## src/rtl/core/ntc_pkg.sv

```systemverilog
// ----------------------------------------------------------------------------
// ntc_pkg: shared types and constants for the template match counter
// Field widths, register codes, reset values and the sizes of the
// chi-square multiply sequence.
// ----------------------------------------------------------------------------
package ntc_pkg;

	// defaults for the top-level parameters
	localparam int MAX_TEMPLATE_BITS_DEF = 16;
	localparam int BLOCK_LENGTH_BITS_DEF = 24;
	localparam int MAX_BLOCKS_DEF        = 256;

	// fixed field widths
	localparam int INDEX_W      = 8;
	localparam int COUNT_W      = 24;
	localparam int CHI_W        = 48;
	localparam int FRAC_W       = 16;
	localparam int MEAN_W       = 32;
	localparam int NUM_BLOCKS_W = 9;
	localparam int TLEN_W       = 5;
	localparam int TPAT_W       = 16;
	localparam int CFG_DATA_W   = 32;
	localparam int CFG_INDEX_W  = 3;

	// register reset values
	localparam int RESET_NUM_BLOCKS       = 8;
	localparam int RESET_BLOCK_LENGTH     = 1024;
	localparam int RESET_TEMPLATE_LENGTH  = 9;
	localparam int RESET_TEMPLATE_PATTERN = 1;
	localparam logic [MEAN_W-1:0] RESET_EXPECTED_MEAN    = 32'd130048;
	localparam logic [MEAN_W-1:0] RESET_INVERSE_VARIANCE = 32'd65536;

	// block-end queue and chi-square multiply sequence
	localparam int QUEUE_DEPTH = 4;
	localparam int DIGIT_W     = 8;
	localparam int DIFF_W      = COUNT_W + FRAC_W;        // |count*2^16 - mean|
	localparam int SQ_W        = 2 * DIFF_W - FRAC_W;     // d*d / 2^16
	localparam int PROD_W      = SQ_W + MEAN_W;           // sq * inverse variance
	localparam int MUL1_STEPS  = (DIFF_W + DIGIT_W - 1) / DIGIT_W;
	localparam int MUL2_STEPS  = (MEAN_W + DIGIT_W - 1) / DIGIT_W;
	localparam int STEP_W      = $clog2(MUL1_STEPS + 1);

	// configuration register indexes
	typedef enum logic [CFG_INDEX_W-1:0] {
		REG_NUM_BLOCKS       = 3'd0,
		REG_BLOCK_LENGTH     = 3'd1,
		REG_TEMPLATE_LENGTH  = 3'd2,
		REG_TEMPLATE_PATTERN = 3'd3,
		REG_EXPECTED_MEAN    = 3'd4,
		REG_INVERSE_VARIANCE = 3'd5
	} cfg_reg_t;

	// width of the block length register and position counter:
	// wide enough for the configured width and for the reset value
	function automatic int len_width(input int blb);
		int w;
		w = $clog2(RESET_BLOCK_LENGTH + 1);
		return (blb > w) ? blb : w;
	endfunction

	// input item
	typedef struct packed {
		logic data_bit;
		logic restart;
	} in_t;

	// result item
	typedef struct packed {
		logic [INDEX_W-1:0] block_index;
		logic [COUNT_W-1:0] match_count;
		logic [CHI_W-1:0]   chi_square;
		logic               final_block;
		logic               config_error;
	} out_t;

	// block-end event from the matcher to the chi-square unit
	typedef struct packed {
		logic [INDEX_W-1:0] block_index;
		logic [COUNT_W-1:0] match_count;
		logic               final_block;
		logic               config_error;
		logic               first;       // first block since restart: clear the sum
	} ev_t;

endpackage

```

## src/rtl/core/non_overlapping_template_counter_top.sv

```systemverilog
// ----------------------------------------------------------------------------
// non_overlapping_template_counter_top: template match counter, top level
// Configuration registers, matcher, event queue and chi-square unit.
// ----------------------------------------------------------------------------
// The block takes one sequence bit per clock while in_stall is low and
// counts non-overlapping template matches per block. Each block end
// queues one event (four entries deep) for the chi-square unit, which
// per block loads the difference, runs five digit steps for the square and
// four digit steps for the inverse-variance product, adds, and then hands
// over the result. Blocks at least as long as that sequence run at one bit
// per clock while the output is not stalled; otherwise the input stalls once
// the queue is full. chi_square saturates at 2^48-1 and is cleared by a
// restart. Write configuration only while the block is idle.
// ----------------------------------------------------------------------------
module non_overlapping_template_counter_top #(
	parameter int MAX_TEMPLATE_BITS = ntc_pkg::MAX_TEMPLATE_BITS_DEF,
	parameter int BLOCK_LENGTH_BITS = ntc_pkg::BLOCK_LENGTH_BITS_DEF,
	parameter int MAX_BLOCKS        = ntc_pkg::MAX_BLOCKS_DEF
) (
	input  logic                            clk,
	input  logic                            arst_n,
	input  logic                            in_valid,
	output logic                            in_stall,
	input  ntc_pkg::in_t                    in_data,
	output logic                            out_valid,
	input  logic                            out_stall,
	output ntc_pkg::out_t                   out_data,
	input  logic                            cfg_we,
	input  logic [ntc_pkg::CFG_INDEX_W-1:0] cfg_index,
	input  logic [ntc_pkg::CFG_DATA_W-1:0]  cfg_data
);
	import ntc_pkg::*;

	localparam int LEN_W = len_width(BLOCK_LENGTH_BITS);

	logic [NUM_BLOCKS_W-1:0] block_count_q;
	logic [LEN_W-1:0]        block_length_q;
	logic [TLEN_W-1:0]       template_length_q;
	logic [TPAT_W-1:0]       template_pattern_q;
	logic [MEAN_W-1:0]       expected_mean_q;
	logic [MEAN_W-1:0]       inverse_variance_q;

	logic take, ev_push, q_pop, q_full, q_empty;
	ev_t  ev_data, q_data;

	// configuration registers
	always_ff @(posedge clk or negedge arst_n) begin
		if (!arst_n) begin
			block_count_q      <= NUM_BLOCKS_W'(RESET_NUM_BLOCKS);
			block_length_q     <= LEN_W'(RESET_BLOCK_LENGTH);
			template_length_q  <= TLEN_W'(RESET_TEMPLATE_LENGTH);
			template_pattern_q <= TPAT_W'(RESET_TEMPLATE_PATTERN);
			expected_mean_q    <= RESET_EXPECTED_MEAN;
			inverse_variance_q <= RESET_INVERSE_VARIANCE;
		end else if (cfg_we) begin
			case (cfg_reg_t'(cfg_index))
				REG_NUM_BLOCKS:       block_count_q      <= cfg_data[NUM_BLOCKS_W-1:0];
				REG_BLOCK_LENGTH:     block_length_q     <= LEN_W'(cfg_data[BLOCK_LENGTH_BITS-1:0]);
				REG_TEMPLATE_LENGTH:  template_length_q  <= cfg_data[TLEN_W-1:0];
				REG_TEMPLATE_PATTERN: template_pattern_q <= cfg_data[TPAT_W-1:0];
				REG_EXPECTED_MEAN:    expected_mean_q    <= cfg_data[MEAN_W-1:0];
				REG_INVERSE_VARIANCE: inverse_variance_q <= cfg_data[MEAN_W-1:0];
				default: begin
					block_count_q <= block_count_q;
				end
			endcase
		end
	end

	// hold input while the event queue is full
	assign in_stall = q_full;
	assign take     = in_valid & ~in_stall;

	ntc_front #(
		.MAX_TEMPLATE_BITS (MAX_TEMPLATE_BITS),
		.BLOCK_LENGTH_BITS (BLOCK_LENGTH_BITS),
		.MAX_BLOCKS        (MAX_BLOCKS)
	) u_front (
		.clk              (clk),
		.arst_n           (arst_n),
		.take             (take),
		.in_data          (in_data),
		.block_count      (block_count_q),
		.block_length     (block_length_q),
		.template_length  (template_length_q),
		.template_pattern (template_pattern_q),
		.ev_push          (ev_push),
		.ev_data          (ev_data)
	);

	ntc_queue #(
		.DEPTH (QUEUE_DEPTH)
	) u_queue (
		.clk       (clk),
		.arst_n    (arst_n),
		.push      (ev_push),
		.push_data (ev_data),
		.pop       (q_pop),
		.pop_data  (q_data),
		.full      (q_full),
		.empty     (q_empty)
	);

	ntc_back u_back (
		.clk              (clk),
		.arst_n           (arst_n),
		.q_empty          (q_empty),
		.q_data           (q_data),
		.q_pop            (q_pop),
		.expected_mean    (expected_mean_q),
		.inverse_variance (inverse_variance_q),
		.out_valid        (out_valid),
		.out_stall        (out_stall),
		.out_data         (out_data)
	);

endmodule

```

## src/rtl/core/ntc_front.sv

```systemverilog
// ----------------------------------------------------------------------------
// ntc_front: bit matcher
// Takes one sequence bit per transfer, tracks the template window, the skip
// count after a hit and the block position, and pushes one event per block.
// ----------------------------------------------------------------------------
module ntc_front #(
	parameter int MAX_TEMPLATE_BITS = ntc_pkg::MAX_TEMPLATE_BITS_DEF,
	parameter int BLOCK_LENGTH_BITS = ntc_pkg::BLOCK_LENGTH_BITS_DEF,
	parameter int MAX_BLOCKS        = ntc_pkg::MAX_BLOCKS_DEF
) (
	input  logic                                                clk,
	input  logic                                                arst_n,
	input  logic                                                take,
	input  ntc_pkg::in_t                                        in_data,
	input  logic [ntc_pkg::NUM_BLOCKS_W-1:0]                    block_count,
	input  logic [ntc_pkg::len_width(BLOCK_LENGTH_BITS)-1:0]    block_length,
	input  logic [ntc_pkg::TLEN_W-1:0]                          template_length,
	input  logic [ntc_pkg::TPAT_W-1:0]                          template_pattern,
	output logic                                                ev_push,
	output ntc_pkg::ev_t                                        ev_data
);
	import ntc_pkg::*;

	localparam int LEN_W  = len_width(BLOCK_LENGTH_BITS);
	localparam int M_W    = $clog2(MAX_TEMPLATE_BITS + 1);
	localparam int SKIP_W = $clog2(MAX_TEMPLATE_BITS);
	localparam int CB_W   = $clog2(MAX_BLOCKS + 1);

	logic [MAX_TEMPLATE_BITS-1:0] win_q;
	logic [LEN_W-1:0]             pos_q;
	logic [SKIP_W-1:0]            skip_q;
	logic [COUNT_W-1:0]           hit_q;
	logic [CB_W-1:0]              cb_q;
	logic                         fresh_q;

	logic [M_W-1:0]               m;
	logic [LEN_W-1:0]             len;
	logic [CB_W-1:0]              nb;
	logic [MAX_TEMPLATE_BITS-1:0] win_c, win_n, pat_ext;
	logic [LEN_W-1:0]             pos_c;
	logic [SKIP_W-1:0]            skip_c, skip_n;
	logic [COUNT_W-1:0]           hit_c, hit_n;
	logic [CB_W-1:0]              cb_c;
	logic                         fresh_c;
	logic                         active, match, can_match, last;
	logic [LEN_W:0]               pos1;

	// effective template length, block length and block count
	always_comb begin
		if (template_length == '0) begin
			m = M_W'(1);
		end else if (32'(template_length) > 32'(MAX_TEMPLATE_BITS)) begin
			m = M_W'(MAX_TEMPLATE_BITS);
		end else begin
			m = M_W'(template_length);
		end
		len = (block_length == '0) ? LEN_W'(1) : block_length;
		nb  = (32'(block_count) > 32'(MAX_BLOCKS)) ? CB_W'(MAX_BLOCKS) : CB_W'(block_count);
	end

	// state as seen by this bit: restart clears it first
	assign win_c   = in_data.restart ? '0 : win_q;
	assign pos_c   = in_data.restart ? '0 : pos_q;
	assign skip_c  = in_data.restart ? '0 : skip_q;
	assign hit_c   = in_data.restart ? '0 : hit_q;
	assign cb_c    = in_data.restart ? '0 : cb_q;
	assign fresh_c = in_data.restart | fresh_q;

	assign active  = cb_c < nb;
	assign win_n   = {win_c[MAX_TEMPLATE_BITS-2:0], in_data.data_bit};
	assign pat_ext = MAX_TEMPLATE_BITS'(template_pattern);

	// window bit j (newest is 0) must equal template bit m-1-j
	always_comb begin
		logic [SKIP_W-1:0] idx;
		match = 1'b1;
		idx   = '0;
		for (int j = 0; j < MAX_TEMPLATE_BITS; j++) begin
			idx = SKIP_W'(int'(m) - 1 - j);
			if (j < int'(m) && win_n[j] != pat_ext[idx]) begin
				match = 1'b0;
			end
		end
	end

	assign pos1      = {1'b0, pos_c} + (LEN_W + 1)'(1);
	assign can_match = pos1 >= (LEN_W + 1)'(m);
	assign last      = pos1 >= {1'b0, len};

	// skip after a hit, else count a hit
	always_comb begin
		skip_n = skip_c;
		hit_n  = hit_c;
		if (skip_c != '0) begin
			skip_n = skip_c - SKIP_W'(1);
		end else if (can_match && match) begin
			hit_n  = hit_c + COUNT_W'(1);
			skip_n = SKIP_W'(m - M_W'(1));
		end
	end

	// block-end event
	assign ev_push              = take & active & last;
	assign ev_data.block_index  = INDEX_W'(cb_c);
	assign ev_data.match_count  = hit_n;
	assign ev_data.final_block  = ({1'b0, cb_c} + (CB_W + 1)'(1)) == {1'b0, nb};
	assign ev_data.config_error = len < LEN_W'(m);
	assign ev_data.first        = fresh_c;

	// advance the matcher state on each transfer
	always_ff @(posedge clk or negedge arst_n) begin
		if (!arst_n) begin
			win_q   <= '0;
			pos_q   <= '0;
			skip_q  <= '0;
			hit_q   <= '0;
			cb_q    <= '0;
			fresh_q <= 1'b1;
		end else if (take) begin
			if (!active) begin
				win_q   <= win_c;
				pos_q   <= pos_c;
				skip_q  <= skip_c;
				hit_q   <= hit_c;
				cb_q    <= cb_c;
				fresh_q <= fresh_c;
			end else if (last) begin
				win_q   <= win_n;
				pos_q   <= '0;
				skip_q  <= '0;
				hit_q   <= '0;
				cb_q    <= cb_c + CB_W'(1);
				fresh_q <= 1'b0;
			end else begin
				win_q   <= win_n;
				pos_q   <= pos1[LEN_W-1:0];
				skip_q  <= skip_n;
				hit_q   <= hit_n;
				cb_q    <= cb_c;
				fresh_q <= fresh_c;
			end
		end
	end

endmodule

```

## src/rtl/core/ntc_queue.sv

```systemverilog
// ----------------------------------------------------------------------------
// ntc_queue: block-end event queue
// Short register queue that lets the matcher run ahead of the chi-square unit.
// ----------------------------------------------------------------------------
module ntc_queue #(
	parameter int DEPTH = ntc_pkg::QUEUE_DEPTH
) (
	input  logic         clk,
	input  logic         arst_n,
	input  logic         push,
	input  ntc_pkg::ev_t push_data,
	input  logic         pop,
	output ntc_pkg::ev_t pop_data,
	output logic         full,
	output logic         empty
);
	import ntc_pkg::*;

	localparam int PTR_W = (DEPTH > 1) ? $clog2(DEPTH) : 1;
	localparam int CNT_W = $clog2(DEPTH + 1);

	ev_t              mem_q [DEPTH];
	logic [PTR_W-1:0] wr_ptr_q, rd_ptr_q;
	logic [CNT_W-1:0] count_q;
	logic             do_push, do_pop;

	assign full     = count_q == CNT_W'(DEPTH);
	assign empty    = count_q == '0;
	assign do_push  = push & ~full;
	assign do_pop   = pop & ~empty;
	assign pop_data = mem_q[rd_ptr_q];

	// store entries
	always_ff @(posedge clk) begin
		if (do_push) begin
			mem_q[wr_ptr_q] <= push_data;
		end
	end

	// advance pointers and fill count
	always_ff @(posedge clk or negedge arst_n) begin
		if (!arst_n) begin
			wr_ptr_q <= '0;
			rd_ptr_q <= '0;
			count_q  <= '0;
		end else begin
			if (do_push) begin
				wr_ptr_q <= (wr_ptr_q == PTR_W'(DEPTH - 1)) ? '0 : wr_ptr_q + PTR_W'(1);
			end
			if (do_pop) begin
				rd_ptr_q <= (rd_ptr_q == PTR_W'(DEPTH - 1)) ? '0 : rd_ptr_q + PTR_W'(1);
			end
			if (do_push && !do_pop) begin
				count_q <= count_q + CNT_W'(1);
			end else if (do_pop && !do_push) begin
				count_q <= count_q - CNT_W'(1);
			end
		end
	end

	a_count_bound: assert property (@(posedge clk) disable iff (!arst_n)
		count_q <= CNT_W'(DEPTH))
		else $error("queue fill count above depth");

	a_push_full: assert property (@(posedge clk) disable iff (!arst_n)
		full && !do_pop |=> $stable(wr_ptr_q))
		else $error("queue write pointer moved while full");

endmodule

```

## src/rtl/core/ntc_back.sv

```systemverilog
// ----------------------------------------------------------------------------
// ntc_back: chi-square unit
// Pops one block-end event, forms (count - mean)^2 * inverse variance with a
// shared 8-bit-digit multiplier, adds it to the saturating sum, and holds the
// result in the output register until it is taken.
// ----------------------------------------------------------------------------
module ntc_back (
	input  logic                          clk,
	input  logic                          arst_n,
	input  logic                          q_empty,
	input  ntc_pkg::ev_t                  q_data,
	output logic                          q_pop,
	input  logic [ntc_pkg::MEAN_W-1:0]    expected_mean,
	input  logic [ntc_pkg::MEAN_W-1:0]    inverse_variance,
	output logic                          out_valid,
	input  logic                          out_stall,
	output ntc_pkg::out_t                 out_data
);
	import ntc_pkg::*;

	typedef enum logic [4:0] {
		S_IDLE = 5'b00001,
		S_MUL1 = 5'b00010,
		S_MUL2 = 5'b00100,
		S_ACC  = 5'b01000,
		S_OUT  = 5'b10000
	} state_t;

	state_t              state_q;
	logic [STEP_W-1:0]   step_q;
	ev_t                 ev_q;
	logic [PROD_W-1:0]   a_q;
	logic [DIFF_W-1:0]   b_q;
	logic [PROD_W-1:0]   acc_q;
	logic [CHI_W-1:0]    term_q;
	logic [CHI_W-1:0]    chi_q;
	logic                out_valid_q;
	out_t                out_q;

	logic [DIFF_W-1:0]   scaled, mean_ext, diff;
	logic [DIGIT_W-1:0]  digit;
	logic [PROD_W-1:0]   pp, acc_sum;
	logic [CHI_W-1:0]    term;
	logic [CHI_W-1:0]    base;
	logic [CHI_W:0]      chi_sum;
	logic                mul1_done, mul2_done;

	// absolute difference of the scaled count and the mean
	assign scaled   = {q_data.match_count, FRAC_W'(0)};
	assign mean_ext = DIFF_W'(expected_mean);
	assign diff     = (scaled >= mean_ext) ? scaled - mean_ext : mean_ext - scaled;

	// one digit of the multiplier per cycle
	assign digit   = b_q[DIGIT_W-1:0];
	assign pp      = a_q * PROD_W'(digit);
	assign acc_sum = acc_q + pp;

	assign mul1_done = step_q == STEP_W'(MUL1_STEPS - 1);
	assign mul2_done = step_q == STEP_W'(MUL2_STEPS - 1);

	// clip the product / 2^16 to the sum width
	assign term = (|acc_sum[PROD_W-1:CHI_W+FRAC_W]) ? '1 : acc_sum[FRAC_W +: CHI_W];

	// saturating sum, cleared at the first block of a sequence
	assign base    = ev_q.first ? '0 : chi_q;
	assign chi_sum = {1'b0, base} + {1'b0, term_q};

	assign q_pop     = (state_q == S_IDLE) & ~q_empty;
	assign out_valid = out_valid_q;
	assign out_data  = out_q;

	// sequence control
	always_ff @(posedge clk or negedge arst_n) begin
		if (!arst_n) begin
			state_q     <= S_IDLE;
			step_q      <= '0;
			chi_q       <= '0;
			out_valid_q <= 1'b0;
		end else begin
			case (state_q)
				S_IDLE: begin
					step_q <= '0;
					if (!q_empty) begin
						state_q <= S_MUL1;
					end
				end
				S_MUL1: begin
					if (mul1_done) begin
						step_q  <= '0;
						state_q <= S_MUL2;
					end else begin
						step_q <= step_q + STEP_W'(1);
					end
				end
				S_MUL2: begin
					if (mul2_done) begin
						step_q  <= '0;
						state_q <= S_ACC;
					end else begin
						step_q <= step_q + STEP_W'(1);
					end
				end
				S_ACC: begin
					chi_q       <= chi_sum[CHI_W] ? '1 : chi_sum[CHI_W-1:0];
					out_valid_q <= 1'b1;
					state_q     <= S_OUT;
				end
				S_OUT: begin
					if (!out_stall) begin
						out_valid_q <= 1'b0;
						state_q     <= S_IDLE;
					end
				end
				default: begin
					state_q     <= S_IDLE;
					out_valid_q <= 1'b0;
				end
			endcase
		end
	end

	// multiply datapath and output register
	always_ff @(posedge clk) begin
		case (state_q)
			S_IDLE: begin
				ev_q  <= q_data;
				a_q   <= PROD_W'(diff);
				b_q   <= diff;
				acc_q <= '0;
			end
			S_MUL1: begin
				if (mul1_done) begin
					a_q   <= PROD_W'(acc_sum[FRAC_W +: SQ_W]);
					b_q   <= DIFF_W'(inverse_variance);
					acc_q <= '0;
				end else begin
					a_q   <= a_q << DIGIT_W;
					b_q   <= b_q >> DIGIT_W;
					acc_q <= acc_sum;
				end
			end
			S_MUL2: begin
				a_q   <= a_q << DIGIT_W;
				b_q   <= b_q >> DIGIT_W;
				acc_q <= acc_sum;
				if (mul2_done) begin
					term_q <= term;
				end
			end
			S_ACC: begin
				out_q.block_index  <= ev_q.block_index;
				out_q.match_count  <= ev_q.match_count;
				out_q.chi_square   <= chi_sum[CHI_W] ? '1 : chi_sum[CHI_W-1:0];
				out_q.final_block  <= ev_q.final_block;
				out_q.config_error <= ev_q.config_error;
			end
			default: begin
				acc_q <= acc_q;
			end
		endcase
	end

	a_valid_state: assert property (@(posedge clk) disable iff (!arst_n)
		out_valid_q |-> state_q == S_OUT)
		else $error("result shown outside the output state");

	a_rose_after_acc: assert property (@(posedge clk) disable iff (!arst_n)
		$rose(out_valid_q) |-> $past(state_q == S_ACC))
		else $error("result raised without an accumulate step");

	a_mul_chain: assert property (@(posedge clk) disable iff (!arst_n)
		state_q == S_MUL1 && mul1_done |=> state_q == S_MUL2 && step_q == '0)
		else $error("second multiply did not follow the first");

endmodule
```

## config.mk

```make
export PLATFORM = sky130hd
export DESIGN_NAME = non_overlapping_template_counter_top
export DESIGN_NICKNAME = d
export VERILOG_FILES = /design/src/rtl/core/ntc_pkg.sv /design/src/rtl/core/non_overlapping_template_counter_top.sv /design/src/rtl/core/ntc_front.sv /design/src/rtl/core/ntc_queue.sv /design/src/rtl/core/ntc_back.sv
export SDC_FILE = /design/constraint.sdc
export NUM_CORES = 2
export LEC_CHECK = 0
export BUFFER_PORTS_ARGS = -buffer_cell sky130_fd_sc_hd__buf_4
export CORE_MARGIN = 5
export CORE_UTILIZATION = 55
export CTS_BUF_LIST = sky130_fd_sc_hd__clkbuf_8
export DETAILED_ROUTE_END_ITERATION = 16
export PLACE_DENSITY = 0.82
export SKIP_LAST_GASP = 1
export SLEW_MARGIN = 5
export SYNTH_ARGS = -nofsm -noshare
export SYNTH_HDL_FRONTEND = slang
export SYNTH_HIERARCHICAL = 1
export SYNTH_SLANG_ARGS = --single-unit
export TNS_END_PERCENT = 20
```

## constraint.sdc

```tcl
create_clock -name clk -period 16.9 [get_ports clk]
set_input_delay 3.38 -clock clk [delete_from_list [all_inputs] [get_ports clk]]
set_output_delay 3.38 -clock clk [all_outputs]
set_load 0.05 [all_outputs]
```

; ---- Word level (Yosys, flattened, before mapping)
; Memory sizes are Yosys's and may differ from the RTL's.
; Cells that the tools add are included.
[totals]
n_memories = 1
ram_bits = 140
wordCells = 287
out_inout_bits = 84
in_bits = 42
register_bits = 656
[op_classes]
mul = 1
n_addsub = 31
bitwise = 10
n_eq_ne = 36
n_mux = 97
n_lt_le_gt_ge = 39
reduce_logical = 39
[mem_list]
columns = memory, words, word_bits, read_ports, rd_clocked_by_memory_dff, write_ports, line
row1 = u_queue.mem_q, 4, 35, 1, 0, 1, ntc_queue.sv:22  ; ev_t mem_q [DEPTH];
[op_table]
columns = op, n
row1 = case mux 96 bit (3 select lines), 2
row2 = 2-to-1 mux 24 bit, 9
row3 = 2-to-1 mux 96 bit, 2
row4 = case mux 40 bit (3 select lines), 1
row5 = adder 96 bit, 1
row6 = multiplier 96 x 8 -> 96 bit, 1
row7 = 2-to-1 mux 48 bit, 2
row8 = "< comparator 4 x 5 -> 1 bit, second input constant", 16
row9 = binary-select mux 1 bit (select 4 bit), 16
row10 = adder 48 x 48 -> 49 bit, 1
row11 = greater-or-equal comparator 40 x 32 -> 1 bit, 1
row12 = "< comparator 4 x 5 -> 1 bit, first input constant", 8
row13 = 2-to-1 mux 40 bit, 1
row14 = subtractor 32 x 40 -> 40 bit, 1
row15 = subtractor 40 x 32 -> 40 bit, 1
row16 = 2-to-1 mux 1 bit, 37
row17 = 2-to-1 mux 9 bit, 4
row18 = 2-to-1 mux 32 bit, 1
row19 = OR reduction 32 bit, 1
row20 = "subtractor 4 bit, second input constant", 8
row21 = 2-to-1 mux 15 bit, 2
row22 = 2-to-1 mux 5 bit, 6
row23 = "adder 24 x 1 -> 25 bit, second input constant", 1
row24 = greater-or-equal comparator 25 x 24 -> 1 bit, 1
row25 = other kinds (50), 129

; ---- Longest topological paths before layout
[logic_depth]
depth_word = 29
mapped_depth = 31
ltp_nobuf = 25

; ---- Hierarchy
; Netlist, hierarchy kept.
[by_module_without_submodules]
columns = module, n_inst, seq_area_each_um2, area_per_inst_um2, cells_per_inst
row1 = ntc_back, 1, 13349.1, 47636.9, 4916
row2 = ntc_front, 1, 1928.1, 8403.1, 1025
row3 = ntc_queue, 1, 4379.2, 5555.3, 220
row4 = non_overlapping_template_counter_top, 1, 2969.1, 4494.3, 255

; ---- Worst setup path after synthesis
; No wires, ideal clock.
[synth_path]
path_kind = input to register
startpoint = input in_data[0] (netlist name)
endpoint = memory u_queue/mem_q[3][0] (netlist name), enable pin
arrival_ps = 9246
path_stages = 25
path_buffers = 6
t_required_ps = 16472
slack_ps = 7227
setup_time_ps = 428
path_cell_list = clkbuf_1 -> buf_1 -> buf_2 -> buf_1 -> buf_1 -> buf_1 -> nor2b_1 -> ha_1 -> nand2_1 -> nor3_1 -> xnor2_1 -> nor2_1 -> ha_1 -> and3_1 -> nand3_1 -> nor2_1 -> a211o_1 -> a21oi_1 -> o21ai_0 -> a21oi_1 -> nor3_1 -> nand2_1 -> inv_1 -> nand2_1 -> nor2_1
[synth_via]
elab_chain_cells = 7
elab_cells_between_ends = 10
classes_between = 1 x add/sub / 2 x order compare / 4 x mux / 3 x bitwise
[synth_rtl]
columns = item, line
row1 = "start, declared", non_overlapping_template_counter_top.sv:24  ; input ntc_pkg::in_t in_data,
row2 = 2-to-1 mux 24 bit / 2-to-1 mux 9 bit (equally long branches), "ntc_front.sv:63, ntc_front.sv:66"
row3 = adder 24 x 1 -> 25 bit / < comparator 9 bit (equally long branches), "ntc_front.sv:86, ntc_front.sv:69"
row4 = greater-or-equal comparator 25 x 24 -> 1 bit / bitwise AND 1 bit (equally long branches), "ntc_front.sv:88, ntc_front.sv:103"
row5 = bitwise AND 1 bit *, ntc_front.sv:103  ; assign ev_push = take & active & last;
row6 = via ev_push, non_overlapping_template_counter_top.sv:43  ; logic take, ev_push, q_pop, q_full, q_empty;
row7 = bitwise AND 1 bit *, ntc_queue.sv:29  ; assign do_push = push & ~full;
row8 = 2-to-1 mux 1 bit *, ntc_queue.sv:35  ; if (do_push) begin
row9 = 2-to-1 mux 1 bit (implied by the code) *, ntc_queue.sv:36  ; mem_q[wr_ptr_q] <= push_data;
row10 = "end, declared", ntc_queue.sv:22
; Mark *: on every way through the listed nets, which the timed path passes. The rest lies on a longest branch.

; ---- Final worst setup path
[layout_path]
startpoint = register u_back.b_q[1]
endpoint = register u_back.term_q[34] (data pin)
[layout_via]
elab_chain_cells = 3
[layout_rtl]
columns = item, line
row1 = "start, declared", ntc_back.sv:33  ; logic [DIFF_W-1:0] b_q;
row2 = "start signal, assigned", ntc_back.sv:128  ; b_q <= diff;
row3 = "start signal, assigned", ntc_back.sv:134  ; b_q <= DIFF_W'(inverse_variance);
row4 = "start signal, assigned", ntc_back.sv:138  ; b_q <= b_q >> DIGIT_W;
row5 = multiplier 96 x 8 -> 96 bit *, ntc_back.sv:55  ; assign pp = a_q * PROD_W'(digit);
row6 = adder 96 bit *, ntc_back.sv:56  ; assign acc_sum = acc_q + pp;
row7 = OR reduction 32 bit, ntc_back.sv:62  ; assign term = (|acc_sum[PROD_W-1:CHI_W+FRAC_W]) ? '1 : acc_sum[FRAC_W +: CHI_W];
row8 = "end signal, assigned", ntc_back.sv:147  ; term_q <= term;
row9 = "end, declared", ntc_back.sv:35  ; logic [CHI_W-1:0] term_q;
; Every way passes the cells marked *; elsewhere a longest branch is shown, timed or not.
; A chain may end at the register's enable or synchronous reset.

==> flow_metrics.py <==
metrics = {
    "worst_setup_path": {
        "critPathMostFrequentCell": "fa_1",
        "cp_max_fo": 57,
        "cpPeakStageDelay_ps": 760,
        "critPathRequiredTime_ps": 17460,
        "critPathKind": "flop to flop",
        "cp.arrival_ps": 9470,
        "cp_cell_sequence": "buf_4 -> buf_4 -> nand2_1 -> fa_1 -> inv_1 -> fa_1 -> fa_1 -> inv_1 -> fa_1 -> inv_1 -> ha_1 -> a2111oi_0 -> o21ai_0 -> nand4_1 -> a21oi_1 -> a211oi_1 -> o31ai_1 -> xnor2_1 -> o311ai_0 -> a211oi_1 -> nand4_1 -> nor4_4 -> buf_4 -> nand2_1",
        "critPathCaptureType": "flop",
        "start_kind": "flop",
        "crit_slowest_cell": "a211oi_1",
    },
    "floorplanning": {
        "rows": 127,
        "initial_core_util_pct": 55.23,
        "die-area_um2": 127200,
        "ioPinCount": 126,
        "core_area_um2": 119700,
        "dieWidth_um": 356.6,
        "die_h_um": 356.6,
    },
    "cts": {
        "clock_path_buffers": 3,
        "clock_latency_ps": 890,
        "cts_resized": 0,
        "cts_buffers": 139,
        "cts_setup_buffers": 0,
        "cts-root-buf": "clkbuf_8",
        "cts.clk_slew.worst_paths_ps": 60,
        "clock-sinks": 796,
        "postCtsHoldBufs": 0,
        "cts_tree": "yes",
        "htree_levels": 4,
    },
    "synth": {
        "synthFlopType": "edfxtp_1",
        "synth_edf_count": 537,
        "netlist_area_um2": 66090,
        "postSynthCellCount": 6416,
        "synth.avg_cell_area_um2": 10.30,
        "synth.net_count": 7344,
        "seq_area_frac_synth_pct": 34.23,
        "ys_types": 117,
        "synth_area_leaders": "edfxtp_1, fa_1, dfrtp_1, and2_1, ha_1",
        "yosysTopAreaCell": "edfxtp_1",
        "yosysWarnings": 6,
        "synthArstFlopShare_pct": 32.54,
        "synth_seq_cells": 796,
        "synth.top_cell.area_share_pct": 24.40,
    },
    "detailed_routing": {
        "wl_um": 179400,
        "drtIter0Drc": 4484,
        "first_pass_iters": 5,
        "drc_errors": 0,
        "ant_nets": 0,
        "via_per_inst": 6.031,
        "wire_per_inst_um": 22.05,
        "vias": 49080,
    },
    "cells_and_area": {
        "final_cells": 8138,
        "num-fill-cells": 9733,
        "fin_nets": 7335,
        "mostFrequentLayoutCells": "inv_1, nand2_1, fa_1",
        "final_common_cell": "inv_1",
        "fin_util_pct": 59.36,
        "syn_to_final_growth_pct": 7.472,
        "drive_above_1_share_pct": 9.857,
    },
    "min_path": {
        "min_path_type": "flop to flop",
    },
    "global_route": {
        "grt_max_degree": 112,
        "grt_pass1_wl_um": 285500,
        "antenna_found_initial": 4,
        "grt_overflow": 0,
        "grt_use_total_pct": 28.54,
        "grt_pass1_vias": 51020,
    },
    "status": {
        "run_status": "complete, no violations",
    },
    "timing": {
        "drv_slew": 0,
        "finalSetupViolations": 0,
        "rsz0062_at_grt": "no",
        "hold_violations": 0,
        "fmax_ghz": 0.1123,
        "tightest_slew_ps": 1215,
        "skew_ps": 45.86,
        "min_period_over_period_pct": 52.68,
        "max_slew_margin_pct": 18.86,
        "whs_ps": 416.7,
        "fin_crit_ps": 8903,
        "finalSetupTns_ps": 0,
    },
    "job": {
        "max-cap-violations": 0,
    },
    "placement": {
        "place_congestion": 0.9642,
        "dp_cells": 7878,
        "dpl.hpwl_um": 133700,
        "portBuffers": 125,
    },
}
state kept, by name, summed over array words and instances, names as in the netlist, 32 cells and up:
name / cells
u_queue/mem_q: 140
inverse_variance_q: 32
u_back/ev_q: 35
u_back/chi_q: 48
u_back/a_q: 96
expected_mean_q: 32
u_back/acc_q: 96
u_back/b_q: 40
u_back/term_q: 48
u_back/out_data: 82
cells in the mapped netlist, drive strengths merged (36+ instances only):
| cell type | instances |
|---|---|
| a21o | 100 |
| a21oi | 262 |
| a31oi | 77 |
| and2 | 527 |
| and3 | 45 |
| buf | 64 |
| clkbuf | 261 |
| dfrtp | 244 |
| edfxtp | 537 |
| fa | 637 |
| ha | 249 |
| inv | 716 |
| mux2 | 134 |
| mux2i | 45 |
| mux4 | 52 |
| nand2 | 639 |
| nand3 | 86 |
| nand4 | 87 |
| nor2 | 358 |
| nor2b | 147 |
| nor3 | 55 |
| o211ai | 40 |
| o21a | 36 |
| o21ai | 199 |
| xnor2 | 131 |
| xor2 | 116 |
cells by family after synthesis:
family	after synthesis	synth area share, %
AND/OR/NAND/NOR	2128	16.44
AO/OA/AOI/OAI	1084	11.04
buffers and inverters	1043	6.185
adder cells (fa/ha/maj)	886	24.01
flip-flops	796	34.23
XOR/XNOR	248	3.307
multiplexers	231	4.782
stage by stage:
step | worst slack, ps | instance area (um^2)
after floorplan | 7227 | 66090
after CTS | 8107 | 71020
after global routing | 7745 | 71020
final | 7997 | 71030
after global placement | 7807 | 68110
after detailed placement | 7618 | 68110
routing by layer:
metal	vias up	global-route usage (%)	routed length [um]
met5	-	0	34
met4	6	14.18	9869
met3	505	5.761	14170
met2	2179	46.51	85540
met1	24580	36.62	69810
li1	21810	-	-
worst max-delay path, delay by kind of cell (launching register included):
kind | cells | cell delay [ps]
AOI/OAI and AO/OA | 7 | 2660
adders and majority gates | 5 | 2440
buffers and inverters | 6 | 1670
and+or+nand+nor | 5 | 1070
xor gates and xnor gates | 1 | 330
DFF | 1 | 320
worst paths after layout:
check / start / to / slack (ps) / cells after the start
max: u_back/b_q[1] / u_back/term_q[34] / 8000 / 24
min: u_back/ev_q[16] / u_back/out_data[63] / 420 / 0
max reg2reg: u_back/b_q[1] / u_back/term_q[34] / 8000 / 24
min reg2reg: u_back/ev_q[16] / u_back/out_data[63] / 420 / 0
max in group asynchronous: arst_n / block_length_q[14] / 12670 / 2
min in group asynchronous: arst_n / u_front/hit_q[7] / 2580 / 1
layout make-up:
cell class | instances | area [um^2] | share of cell area, %
antenna | 3 | 7.507 | 0.01057
sequential | 796 | 22630 | 31.86
tap | 1612 | 2017 | 2.840
clock inverter | 109 | 872.1 | 1.228
clock buffer | 148 | 2037 | 2.868
timing repair buffer | 175 | 1321 | 1.860
multi-input combinational | 4577 | 39450 | 55.54
inverter | 718 | 2695 | 3.794
Power is left out: the tool's default activity adds up to more than one toggle a clock period on the data nets, which glitch-free logic cannot reach.
